==> config.mk <==
export PLATFORM = sky130hd
export DESIGN_NAME = primitive_topology_index_generator_core
export DESIGN_NICKNAME = d
export VERILOG_FILES = /design/src/rtl/core/ptig_pkg.sv /design/src/rtl/core/ptig_front.sv /design/src/rtl/core/ptig_queue.sv /design/src/rtl/core/ptig_back.sv /design/src/rtl/core/primitive_topology_index_generator_core.sv
export SDC_FILE = /design/constraint.sdc
export NUM_CORES = 1
export LEC_CHECK = 0
export ABC_AREA = 1
export ABC_CLOCK_PERIOD_IN_PS = 4600
export BUFFER_PORTS_ARGS = -buffer_cell sky130_fd_sc_hd__clkbuf_2
export CAP_MARGIN = 20
export CORE_MARGIN = 5
export CORE_UTILIZATION = 50
export DETAILED_ROUTE_END_ITERATION = 10
export GPL_TIMING_DRIVEN = 0
export PLACE_DENSITY_LB_ADDON = 0.2
export SYNTH_ARGS = -nofsm -noshare
export SYNTH_HDL_FRONTEND = slang
export SYNTH_HIERARCHICAL = 1
export SYNTH_SLANG_ARGS = --single-unit
==> constraint.sdc <==
create_clock -name clk -period 4.6 [get_ports clk]
set_clock_uncertainty 0.05 [all_clocks]
set_input_delay 0.23 -clock clk [delete_from_list [all_inputs] [get_ports clk]]
set_output_delay 0.23 -clock clk [all_outputs]
set_load 0.01 [all_outputs]
==> src/rtl/core/ptig_pkg.sv <==
// shared types, emission pattern codes and index functions for the index generator
package ptig_pkg;

  localparam int unsigned IDX_W = 16;
  localparam int unsigned KIND_W = 3;
  localparam int unsigned PAT_W = 3;
  localparam int unsigned CNT_W = 3;
  localparam int unsigned Q_DEPTH = 2;
  localparam int unsigned Q_PTR_W = 1;
  localparam int unsigned Q_CNT_W = 2;

  localparam logic [KIND_W-1:0] KIND_QUADS  = 3'd0;
  localparam logic [KIND_W-1:0] KIND_TRIS   = 3'd1;
  localparam logic [KIND_W-1:0] KIND_STRIP  = 3'd2;
  localparam logic [KIND_W-1:0] KIND_FAN    = 3'd3;
  localparam logic [KIND_W-1:0] KIND_LINES  = 3'd4;
  localparam logic [KIND_W-1:0] KIND_LSTRIP = 3'd5;
  localparam logic [KIND_W-1:0] KIND_POINTS = 3'd6;

  // emission patterns as handed from the front to the back
  localparam logic [PAT_W-1:0] PAT_NONE       = 3'd0;
  localparam logic [PAT_W-1:0] PAT_SINGLE     = 3'd1;
  localparam logic [PAT_W-1:0] PAT_QUAD       = 3'd2;
  localparam logic [PAT_W-1:0] PAT_STRIP_EVEN = 3'd3;
  localparam logic [PAT_W-1:0] PAT_STRIP_ODD  = 3'd4;
  localparam logic [PAT_W-1:0] PAT_FAN        = 3'd5;
  localparam logic [PAT_W-1:0] PAT_PAIR       = 3'd6;

  typedef struct packed {
    logic [KIND_W-1:0] primitive_req;
    logic [IDX_W-1:0]  base_index;
    logic [IDX_W-1:0]  vertex_number;
  } in_item_t;

  typedef struct packed {
    logic [IDX_W-1:0] index;
    logic             run_end;
  } out_item_t;

  typedef struct packed {
    logic [PAT_W-1:0] pat;
    logic [IDX_W-1:0] base;
    logic [IDX_W-1:0] idx;
  } q_entry_t;

  typedef struct packed {
    logic full;
    logic empty;
  } q_status_t;

  function automatic logic [CNT_W-1:0] pat_len(input logic [PAT_W-1:0] pat);
    logic [CNT_W-1:0] n;
    case (pat)
      PAT_SINGLE:     n = 3'd1;
      PAT_QUAD:       n = 3'd6;
      PAT_STRIP_EVEN: n = 3'd3;
      PAT_STRIP_ODD:  n = 3'd3;
      PAT_FAN:        n = 3'd3;
      PAT_PAIR:       n = 3'd2;
      default:        n = 3'd0;
    endcase
    return n;
  endfunction

  function automatic logic [IDX_W-1:0] pat_index(input logic [PAT_W-1:0] pat,
                                                 input logic [CNT_W-1:0] k,
                                                 input logic [IDX_W-1:0] base,
                                                 input logic [IDX_W-1:0] idx);
    logic [IDX_W-1:0] m1;
    logic [IDX_W-1:0] m2;
    logic [IDX_W-1:0] m3;
    logic [IDX_W-1:0] r;
    m1 = idx - IDX_W'(1);
    m2 = idx - IDX_W'(2);
    m3 = idx - IDX_W'(3);
    r = idx;
    case (pat)
      PAT_QUAD: begin
        case (k)
          3'd0:    r = m3;
          3'd1:    r = m2;
          3'd2:    r = m1;
          3'd3:    r = m1;
          3'd4:    r = idx;
          default: r = m3;
        endcase
      end
      PAT_STRIP_EVEN: begin
        case (k)
          3'd0:    r = m2;
          3'd1:    r = m1;
          default: r = idx;
        endcase
      end
      PAT_STRIP_ODD: begin
        case (k)
          3'd0:    r = m1;
          3'd1:    r = m2;
          default: r = idx;
        endcase
      end
      PAT_FAN: begin
        case (k)
          3'd0:    r = base;
          3'd1:    r = m1;
          default: r = idx;
        endcase
      end
      PAT_PAIR: begin
        r = (k == 3'd0) ? m1 : idx;
      end
      default: r = idx;
    endcase
    return r;
  endfunction

endpackage

==> src/rtl/core/ptig_front.sv <==
// front end: classifies each vertex into an emission pattern and pushes those that emit indices to the queue
module ptig_front (
  input  ptig_pkg::in_item_t  in_data,
  input  logic                in_valid,
  output logic                in_stall,
  input  ptig_pkg::q_status_t q_stat,
  output logic                q_push,
  output ptig_pkg::q_entry_t  q_wdata
);
  import ptig_pkg::*;

  logic [PAT_W-1:0] pat;
  logic             v_small;
  logic             v_odd;

  assign v_small = (in_data.vertex_number < IDX_W'(3));
  assign v_odd   = in_data.vertex_number[0];

  always_comb begin
    case (in_data.primitive_req)
      KIND_QUADS:  pat = (in_data.vertex_number[1:0] == 2'd3) ? PAT_QUAD : PAT_NONE;
      KIND_TRIS:   pat = PAT_SINGLE;
      KIND_POINTS: pat = PAT_SINGLE;
      KIND_STRIP:  pat = v_small ? PAT_SINGLE : (v_odd ? PAT_STRIP_ODD : PAT_STRIP_EVEN);
      KIND_FAN:    pat = v_small ? PAT_SINGLE : PAT_FAN;
      KIND_LINES:  pat = v_odd ? PAT_PAIR : PAT_NONE;
      KIND_LSTRIP: pat = (in_data.vertex_number != '0) ? PAT_PAIR : PAT_NONE;
      default:     pat = PAT_NONE;
    endcase
  end

  // a vertex that emits nothing is taken and dropped here
  assign in_stall     = q_stat.full;
  assign q_push       = in_valid && !q_stat.full && (pat != PAT_NONE);
  assign q_wdata.pat  = pat;
  assign q_wdata.base = in_data.base_index;
  assign q_wdata.idx  = in_data.base_index + in_data.vertex_number;

endmodule

==> src/rtl/core/ptig_queue.sv <==
// two-entry queue between the classifier and the index sequencer
module ptig_queue (
  input  logic                clk,
  input  logic                rst_n,
  input  logic                push,
  input  ptig_pkg::q_entry_t  wdata,
  input  logic                pop,
  output ptig_pkg::q_entry_t  head,
  output ptig_pkg::q_status_t stat
);
  import ptig_pkg::*;

  q_entry_t             mem_r [Q_DEPTH];
  logic [Q_PTR_W-1:0]   wr_ptr_r, wr_ptr_nxt;
  logic [Q_PTR_W-1:0]   rd_ptr_r, rd_ptr_nxt;
  logic [Q_CNT_W-1:0]   cnt_r, cnt_nxt;
  logic                 do_push;
  logic                 do_pop;

  assign stat.full  = (cnt_r == Q_CNT_W'(Q_DEPTH));
  assign stat.empty = (cnt_r == '0);
  assign do_push    = push && !stat.full;
  assign do_pop     = pop && !stat.empty;
  assign head       = mem_r[rd_ptr_r];

  always_comb begin
    wr_ptr_nxt = do_push ? wr_ptr_r + 1'b1 : wr_ptr_r;
    rd_ptr_nxt = do_pop ? rd_ptr_r + 1'b1 : rd_ptr_r;
    cnt_nxt    = cnt_r + Q_CNT_W'(do_push) - Q_CNT_W'(do_pop);
  end

  always_ff @(posedge clk) begin
    if (!rst_n) begin
      wr_ptr_r <= '0;
      rd_ptr_r <= '0;
      cnt_r    <= '0;
    end else begin
      wr_ptr_r <= wr_ptr_nxt;
      rd_ptr_r <= rd_ptr_nxt;
      cnt_r    <= cnt_nxt;
    end
  end

  always_ff @(posedge clk) begin
    if (do_push) begin
      mem_r[wr_ptr_r] <= wdata;
    end
  end

endmodule

==> src/rtl/core/ptig_back.sv <==
// back end: walks the head pattern, one index per unstalled cycle, to the output register
module ptig_back (
  input  logic                clk,
  input  logic                rst_n,
  input  ptig_pkg::q_entry_t  head,
  input  ptig_pkg::q_status_t q_stat,
  output logic                q_pop,
  output ptig_pkg::out_item_t out_data,
  output logic                out_valid,
  input  logic                out_stall
);
  import ptig_pkg::*;

  logic [CNT_W-1:0] k_r, k_nxt;
  logic             out_valid_r, out_valid_nxt;
  out_item_t        out_data_r, out_data_nxt;
  logic             adv;
  logic             load;
  logic             last;

  assign adv  = !out_valid_r || !out_stall;
  assign load = adv && !q_stat.empty;
  assign last = (k_r == pat_len(head.pat) - CNT_W'(1));
  assign q_pop = load && last;

  always_comb begin
    k_nxt         = k_r;
    out_valid_nxt = out_valid_r;
    out_data_nxt  = out_data_r;
    if (adv) begin
      out_valid_nxt = load;
    end
    if (load) begin
      out_data_nxt.index   = pat_index(head.pat, k_r, head.base, head.idx);
      out_data_nxt.run_end = last;
      k_nxt                = last ? '0 : k_r + CNT_W'(1);
    end
  end

  always_ff @(posedge clk) begin
    if (!rst_n) begin
      k_r         <= '0;
      out_valid_r <= 1'b0;
    end else begin
      k_r         <= k_nxt;
      out_valid_r <= out_valid_nxt;
    end
  end

  always_ff @(posedge clk) begin
    out_data_r <= out_data_nxt;
  end

  assign out_valid = out_valid_r;
  assign out_data  = out_data_r;

`ifndef NO_ASSERTIONS
  a_k_in_range: assert property (@(posedge clk) disable iff (!rst_n)
    !q_stat.empty |-> (k_r < pat_len(head.pat)))
    else $error("step counter beyond pattern length");
  a_k_idle_zero: assert property (@(posedge clk) disable iff (!rst_n)
    q_stat.empty |-> (k_r == '0))
    else $error("step counter not cleared with empty queue");
  a_k_hold_stall: assert property (@(posedge clk) disable iff (!rst_n)
    (out_valid_r && out_stall) |=> $stable(k_r))
    else $error("sequencer advanced while output stalled");
  a_pop_on_end: assert property (@(posedge clk) disable iff (!rst_n)
    q_pop |=> (out_valid_r && out_data_r.run_end))
    else $error("queue entry retired without run end");
`endif

endmodule

==> src/rtl/core/primitive_topology_index_generator_core.sv <==
// Primitive assembly index generator. Each vertex is classified on arrival and
// queued (two entries); the sequencer then emits its indices one per cycle
// through a registered output while the output is not stalled. A vertex
// emits six indices if it closes a quad, three if it is a strip or fan
// vertex past the first three, two for line pairs, one for triangles and
// points, and none if it completes nothing; such vertices are taken
// without occupying the back end. The output index rate of one per cycle
// sets throughput, so fan and strip draws are bounded by three indices per
// vertex. Indices wrap modulo 2^16; run_end marks a vertex's last index.
module primitive_topology_index_generator_core (
  input  logic                clk,
  input  logic                rst_n,
  input  ptig_pkg::in_item_t  in_data,
  input  logic                in_valid,
  output logic                in_stall,
  output ptig_pkg::out_item_t out_data,
  output logic                out_valid,
  input  logic                out_stall
);
  import ptig_pkg::*;

  q_status_t q_stat;
  q_entry_t  q_wdata;
  q_entry_t  q_head;
  logic      q_push;
  logic      q_pop;

  ptig_front u_front (
    .in_data  (in_data),
    .in_valid (in_valid),
    .in_stall (in_stall),
    .q_stat   (q_stat),
    .q_push   (q_push),
    .q_wdata  (q_wdata)
  );

  ptig_queue u_queue (
    .clk   (clk),
    .rst_n (rst_n),
    .push  (q_push),
    .wdata (q_wdata),
    .pop   (q_pop),
    .head  (q_head),
    .stat  (q_stat)
  );

  ptig_back u_back (
    .clk       (clk),
    .rst_n     (rst_n),
    .head      (q_head),
    .q_stat    (q_stat),
    .q_pop     (q_pop),
    .out_data  (out_data),
    .out_valid (out_valid),
    .out_stall (out_stall)
  );

endmodule
==> flow_summary.ini, run 1 <==
[yosys]
syn_inst = 975
synth_area_um2 = 7830
synthFlopType = edfxtp_1
ys_seq_area_frac = 0.357
synth_warnings = 6
synth.distinct_cells = 48
synth_seq_cells = 96
synth_enable_flop_cells = 87
syn_nets = 1043
postSynthAreaPerCell_um2 = 8.03
async_reset_ff_frac = 0

[floorplan]
start_util = 0.513
die_w_um = 135
ios = 58
dieHeight_um = 135
die-area_um2 = 18300
num_rows = 45
core_um2 = 15300

[routing]
drcViolationCount = 0
viasPerCell = 5.55
vias = 7004
wl_per_cell_um = 17.4
first_iter_violations = 767
first_pass_iters = 8
final_antenna_net_count = 0
routed_wl_mm = 22.0

[finish]
syn_to_final_growth_pct = 12.5
drive_above_1_share = 0.211
diodes = 0
fin_cells = 1262
fin_util = 0.577
layout.nets = 1114

[setup_path]
r2r_end = u_queue/cnt_r[1]
path_max_fanout = 10
setup.worst_path.end_class = register
crit_path_start_kind = register
crit_required_ns = 4.81
rr_worst_depth = 24
crit_arrival_ns = 4.22
critical_path_class = reg -> reg
r2r_slack_ns = 0.59
crit_end = u_queue/cnt_r[1]

[sta]
slew_viol_final = 0
tns_ns = 0
hold_viol_final = 0
fmax_mhz = 249
finalCritPeriodShare = 0.873
slew_headroom = 0.489
setup_violations = 0
fin_crit_ns = 4.01
rsz0062_at_grt = no
setup_slack_ns = 0.586
worst_pin_slew_ns = 0.766

[grt]
grt_pass1_vias = 6566
globalRouteOverflowTotal = 0
track_usage = 0.244
grt_pass1_wl_mm = 34.5
antenna_found_initial = 0
grt_start_max_net_pins = 24

[placement]
pre_cts_slack_ns = 0.631
gp_congestion = 0.963
place.port_buffers = 57
numPlacedInstances = 1246
hpwl_mm = 16.4

[hold_path]
hold_path_class = in -> reg

[clock_network]
cts_root_buf = clkbuf_16
cts_tree = yes
cts_repair_resize_count = 0
cts_max_level = 3
cts_made_buffers = 9
clockBufferDepth = 2
clk_latency_ns = 0.35
path_clk_slew_ns = 0.08
clock-sinks = 96
cts_post_setup_buffers_inserted = 0
ctsHoldBuffers = 0

[power_and_ir_drop]
switching_share = 0.448
leakage_nw = 3.93
clockPowerShare = 0.194
power_density_nw_per_um2 = 508
switchingPower_mw = 2.00
p_comb_frac = 0.539
seqPwrFrac = 0.267
p_total_mw = 4.47
ir_drop_uv = 244
power.internal_mw = 2.47

[run_status]
status = finished clean

[job]
cap_violations = 0
worst min path at each step:
stage,from,endpoint,cells past startpoint
6_report,out_stall,u_back/out_valid,3
5_1_grt,out_stall,u_back/out_valid,3
4_1_cts,out_stall,u_back/out_valid,3
3_5_place_dp,u_back/out_valid,u_back/out_valid,2
3_3_place_gp,u_back/out_valid,u_back/out_valid,2
2_1_floorplan,rst_n,u_queue/cnt_r[0],2
layer usage:
| layer | track usage | wire [um] | up-vias |
|---|---|---|---|
| met5 | 0 | 0 | - |
| met4 | 0.131 | 1040 | 0 |
| met3 | 0.0335 | 1790 | 77 |
| met2 | 0.387 | 9870 | 352 |
| met1 | 0.325 | 9270 | 3148 |
| li1 | - | - | 3427 |
cell families after synthesis:
| group | after synthesis | share of synthesized area |
|---|---|---|
| buffers and inverters | 145 | 0.0958 |
| and+or+nand+nor | 499 | 0.298 |
| xor gates and xnor gates | 29 | 0.0334 |
| DFF | 96 | 0.357 |
| adders and majority gates | 29 | 0.0473 |
| AOI/OAI and AO/OA | 142 | 0.104 |
| muxes | 35 | 0.0648 |
registers in the layout (all words and copies together) (netlist names), named ones only:
register	flops
u_queue/rd_ptr_r	1
u_back/out_valid	1
u_back/k_r	3
u_queue/wr_ptr_r	1
u_back/out_data	17
u_queue/cnt_r	2
u_queue/mem_r	70
area by class of cell:
type,count,area [um^2]
inverter,95,359
multi-input combinational,734,4290
clock buffer,9,225
sequential,96,2790
buffer,50,390
fill,1458,6460
timing repair buffer,60,355
tap,211,264
clock inverter,7,119
cell usage after synthesis, types with 4 or more instances:
cell type / instances / area share
edfxtp_1: 87 / 0.33
nand2_2: 12 / 0.0096
buf_4: 21 / 0.020
nor2_2: 4 / 0.0032
inv_2: 14 / 0.0067
a21oi_1: 63 / 0.040
a21o_1: 4 / 0.0038
nor3_1: 8 / 0.0051
buf_2: 12 / 0.0077
mux2_4: 30 / 0.058
xnor2_1: 6 / 0.0067
xor2_1: 22 / 0.025
ha_1: 28 / 0.045
o2111ai_1: 5 / 0.0056
dfxtp_1: 9 / 0.023
clkbuf_1: 4 / 0.0019
inv_1: 77 / 0.037
buf_6: 8 / 0.012
o21ai_1: 12 / 0.0077
nor2_4: 15 / 0.022
o211ai_1: 10 / 0.0096
mux2_2: 5 / 0.0072
nand3_1: 121 / 0.077
nand2_1: 243 / 0.12
o21ai_0: 34 / 0.022
nand2_4: 4 / 0.0058
nor2_1: 77 / 0.037
nand3_2: 6 / 0.0077
power groups by stage:
stage          Clock, mW  Combinational [mW]  Sequential [mW]
6_report           0.867                2.41             1.20
2_1_floorplan          0                1.66             1.24
4_1_cts            0.884                2.36             1.20
3_5_place_dp           0                2.35             1.22
3_3_place_gp           0                2.33             1.22
5_1_grt            0.917                2.61             1.21
placed cells by master, fill, tap and decap left out, types with 4 or more instances in the layout:
| cell | n |
|---|---|
| buf_4 | 21 |
| xor2_1 | 22 |
| dfxtp_1 | 9 |
| inv_1 | 77 |
| nand2_2 | 12 |
| edfxtp_1 | 87 |
| nand3_2 | 6 |
| nor3_1 | 8 |
| nor2_1 | 76 |
| inv_2 | 14 |
| clkbuf_16 | 9 |
| nor2_2 | 4 |
| nand2_1 | 243 |
| nor2_4 | 16 |
| o211ai_1 | 10 |
| clkbuf_2 | 57 |
| nand2_4 | 4 |
| nand3_1 | 121 |
| xnor2_1 | 6 |
| ha_1 | 28 |
| mux2_2 | 5 |
| a21o_1 | 4 |
| buf_6 | 8 |
| o21ai_0 | 34 |
| o21ai_1 | 12 |
| clkbuf_1 | 4 |
| mux2_4 | 30 |
| buf_2 | 12 |
| o2111ai_1 | 5 |
| a21oi_1 | 62 |
worst max-delay path: stages (launching register included):
cell and delay [ns]:
dfxtp_1 0.33, buf_6 0.18, buf_12 0.17, mux2_4 0.19
inv_1 0.09, o21ai_0 0.23, nand2_1 0.13, inv_1 0.19
buf_2 0.36, ha_1 0.31, xor2_1 0.12, o21ai_0 0.11
nor3b_2 0.25, nand2_1 0.15, inv_1 0.11, inv_1 0.04
nor2_1 0.17, ha_1 0.26, inv_1 0.06, ha_1 0.15
inv_1 0.04, nand2_1 0.07, nand3_1 0.07, nand2_1 0.06
nor2_1 0.04
metrics by stage:
| step | area [um^2] | hold slack, ns |
|---|---|---|
| floorplan | 7830 | 0.273 |
| global placement | 8370 | 0.406 |
| detailed placement | 8460 | 0.426 |
| CTS | 8800 | 0.0611 |
| global route | 8800 | 0.0757 |
| finish | 8800 | 0.0744 |
Power figures use the tool's default switching activity.
==> run 2, diff against run 1 <==
--- a/config.mk
+++ b/config.mk
@@ -7,7 +7,7 @@
 export LEC_CHECK = 0
 export ABC_AREA = 1
 export ABC_CLOCK_PERIOD_IN_PS = 4600
-export BUFFER_PORTS_ARGS = -buffer_cell sky130_fd_sc_hd__clkbuf_2
+export BUFFER_PORTS_ARGS = -buffer_cell sky130_fd_sc_hd__buf_2
 export CAP_MARGIN = 20
 export CORE_MARGIN = 5
 export CORE_UTILIZATION = 50
==> run 2 against run 1 <==
Effect of this change:
- routed wire length fell by 1.0%
- critical path depth down 1
- flip-flop and latch count stayed put
- non-clock buffer count unchanged
- largest power group unchanged
==> flow_summary.ini, run 2 (same netlist as run 1, synthesis figures left out) <==
[run_status]
status = finished clean

[grt]
antenna_found_initial = 0
grt_start_max_net_pins = 31
track_usage = 0.242
grt_pass1_vias = 6442
globalRouteOverflowTotal = 0
grt_pass1_wl_mm = 34.1

[sta]
rsz0062_at_grt = no
fin_crit_ns = 3.94
worst_pin_slew_ns = 0.850
slew_headroom = 0.433
slew_viol_final = 0
setup_violations = 0
setup_slack_ns = 0.655
hold_viol_final = 0
fmax_mhz = 254
finalCritPeriodShare = 0.858
tns_ns = 0

[hold_path]
hold_path_class = in -> reg

[clock_network]
cts_made_buffers = 9
clock-sinks = 96
path_clk_slew_ns = 0.08
cts_max_level = 3
cts_root_buf = clkbuf_16
cts_repair_resize_count = 0
cts_post_setup_buffers_inserted = 0
clk_latency_ns = 0.36
ctsHoldBuffers = 0
cts_tree = yes
clockBufferDepth = 2

[routing]
wl_per_cell_um = 17.2
drcViolationCount = 0
final_antenna_net_count = 0
first_iter_violations = 785
vias = 7013
viasPerCell = 5.56
first_pass_iters = 5
routed_wl_mm = 21.7

[power_and_ir_drop]
power_density_nw_per_um2 = 507
ir_drop_uv = 210
p_total_mw = 4.45
clockPowerShare = 0.191
seqPwrFrac = 0.268
p_comb_frac = 0.541
power.internal_mw = 2.46
leakage_nw = 3.91
switchingPower_mw = 1.99
switching_share = 0.447

[setup_path]
path_cells = buf_6, buf_12, mux2_4, o21ai_0, nand2_1, inv_1, buf_2, ha_1, xor2_1, o21ai_0, nor3b_2, nand2_1, inv_1, inv_1, nor2_1, ha_1, inv_1, ha_1, inv_1, nand2_1, nand3_1, nand2_1, nor2_1
crit_required_ns = 4.81
cpMostUsedCell = inv_1
slowest_delay_ns = 0.36
crit_path_start_kind = register
crit_arrival_ns = 4.16
path_max_fanout = 10
crit_slowest_cell = mux2_4
setup.worst_path.end_class = register
critical_path_class = reg -> reg

[finish]
largest_reg_flops = 70
syn_to_final_growth_pct = 12.2
layout_commonest_cell = nand2_1
layout.nets = 1114
final_cell_mix = nand2_1 (243), nand3_1 (121), edfxtp_1 (87), inv_1 (77), nor2_1 (76)
diodes = 0
drive_above_1_share = 0.211
largest_register = u_queue/mem_r

[floorplan]
start_util = 0.513
dieHeight_um = 135
die_w_um = 135
num_rows = 45
ios = 58
die-area_um2 = 18300
core_um2 = 15300

[placement]
hpwl_mm = 16.3
gp_congestion = 0.984
pre_cts_slack_ns = 0.723
place.port_buffers = 57

[job]
cap_violations = 0
==> run 2: changes by cell type in the layout (fill, tap and decap cells not counted), sizes merged <==
| cell | previous run | this run |
|---|---|---|
| clkinvlp | 0 | 1 |
| clkinv | 4 | 3 |
| buf | 49 | 106 |
| clkbuf | 70 | 13 |
==> run 2: layout make-up <==
| class | count | area (um^2) |
|---|---|---|
| sequential | 96 | 2790 |
| fill | 1433 | 6470 |
| clock inverter | 7 | 110 |
| inverter | 95 | 359 |
| timing repair buffer | 60 | 348 |
| buffer | 50 | 390 |
| tap | 211 | 264 |
| clock buffer | 9 | 225 |
| multi-input combinational | 734 | 4290 |
==> run 2: worst paths after layout <==
kind                            slack (ns)  depth (start not counted)        startpoint               end
worst max register to register        0.66                         23          register  u_queue/cnt_r[1]
worst max-delay path                  0.66                         23          register  u_queue/cnt_r[1]
worst min register to register        0.44                          2  u_back/out_valid  u_back/out_valid
worst min-delay path                  0.08                          3         out_stall  u_back/out_valid
==> run 2: layer usage <==
layer / share of wire / wire length [um] / up-vias / GRT usage
li1: - / - / 3428 / -
met1: 0.43 / 9260 / 3173 / 0.324
met2: 0.46 / 9960 / 358 / 0.389
met3: 0.083 / 1800 / 54 / 0.0406
met4: 0.032 / 704 / 0 / 0.0997
met5: 0 / 0 / - / 0
==> run 2: critical path: cells and delay by family, from the launching register on <==
family	cells	cell delay [ns]
buf+inv	8	1.16
simple gates	8	0.89
fa+ha+maj	3	0.72
mux	1	0.36
flops	1	0.33
compound gates	2	0.20
xor+xnor	1	0.13
==> run 2: power by group through the flow <==
stage	Clock, mW	Combinational [mW]	Sequential [mW]
floorplan	0	1.66	1.24
global placement	0	2.33	1.21
detailed placement	0	2.35	1.21
CTS	0.871	2.36	1.19
global route	0.904	2.62	1.21
finish	0.852	2.41	1.19
==> run 2: metrics by stage <==
step            util  instance area, um^2  hold WS [ns]  std cells
5_1_grt        0.576                 8780        0.0998       1262
6_report       0.576                 8780        0.0840       1262
3_5_place_dp   0.554                 8450         0.422       1246
4_1_cts        0.576                 8780        0.0664       1262
3_3_place_gp   0.549                 8370         0.403       1243
2_1_floorplan      -                 7830         0.273        975
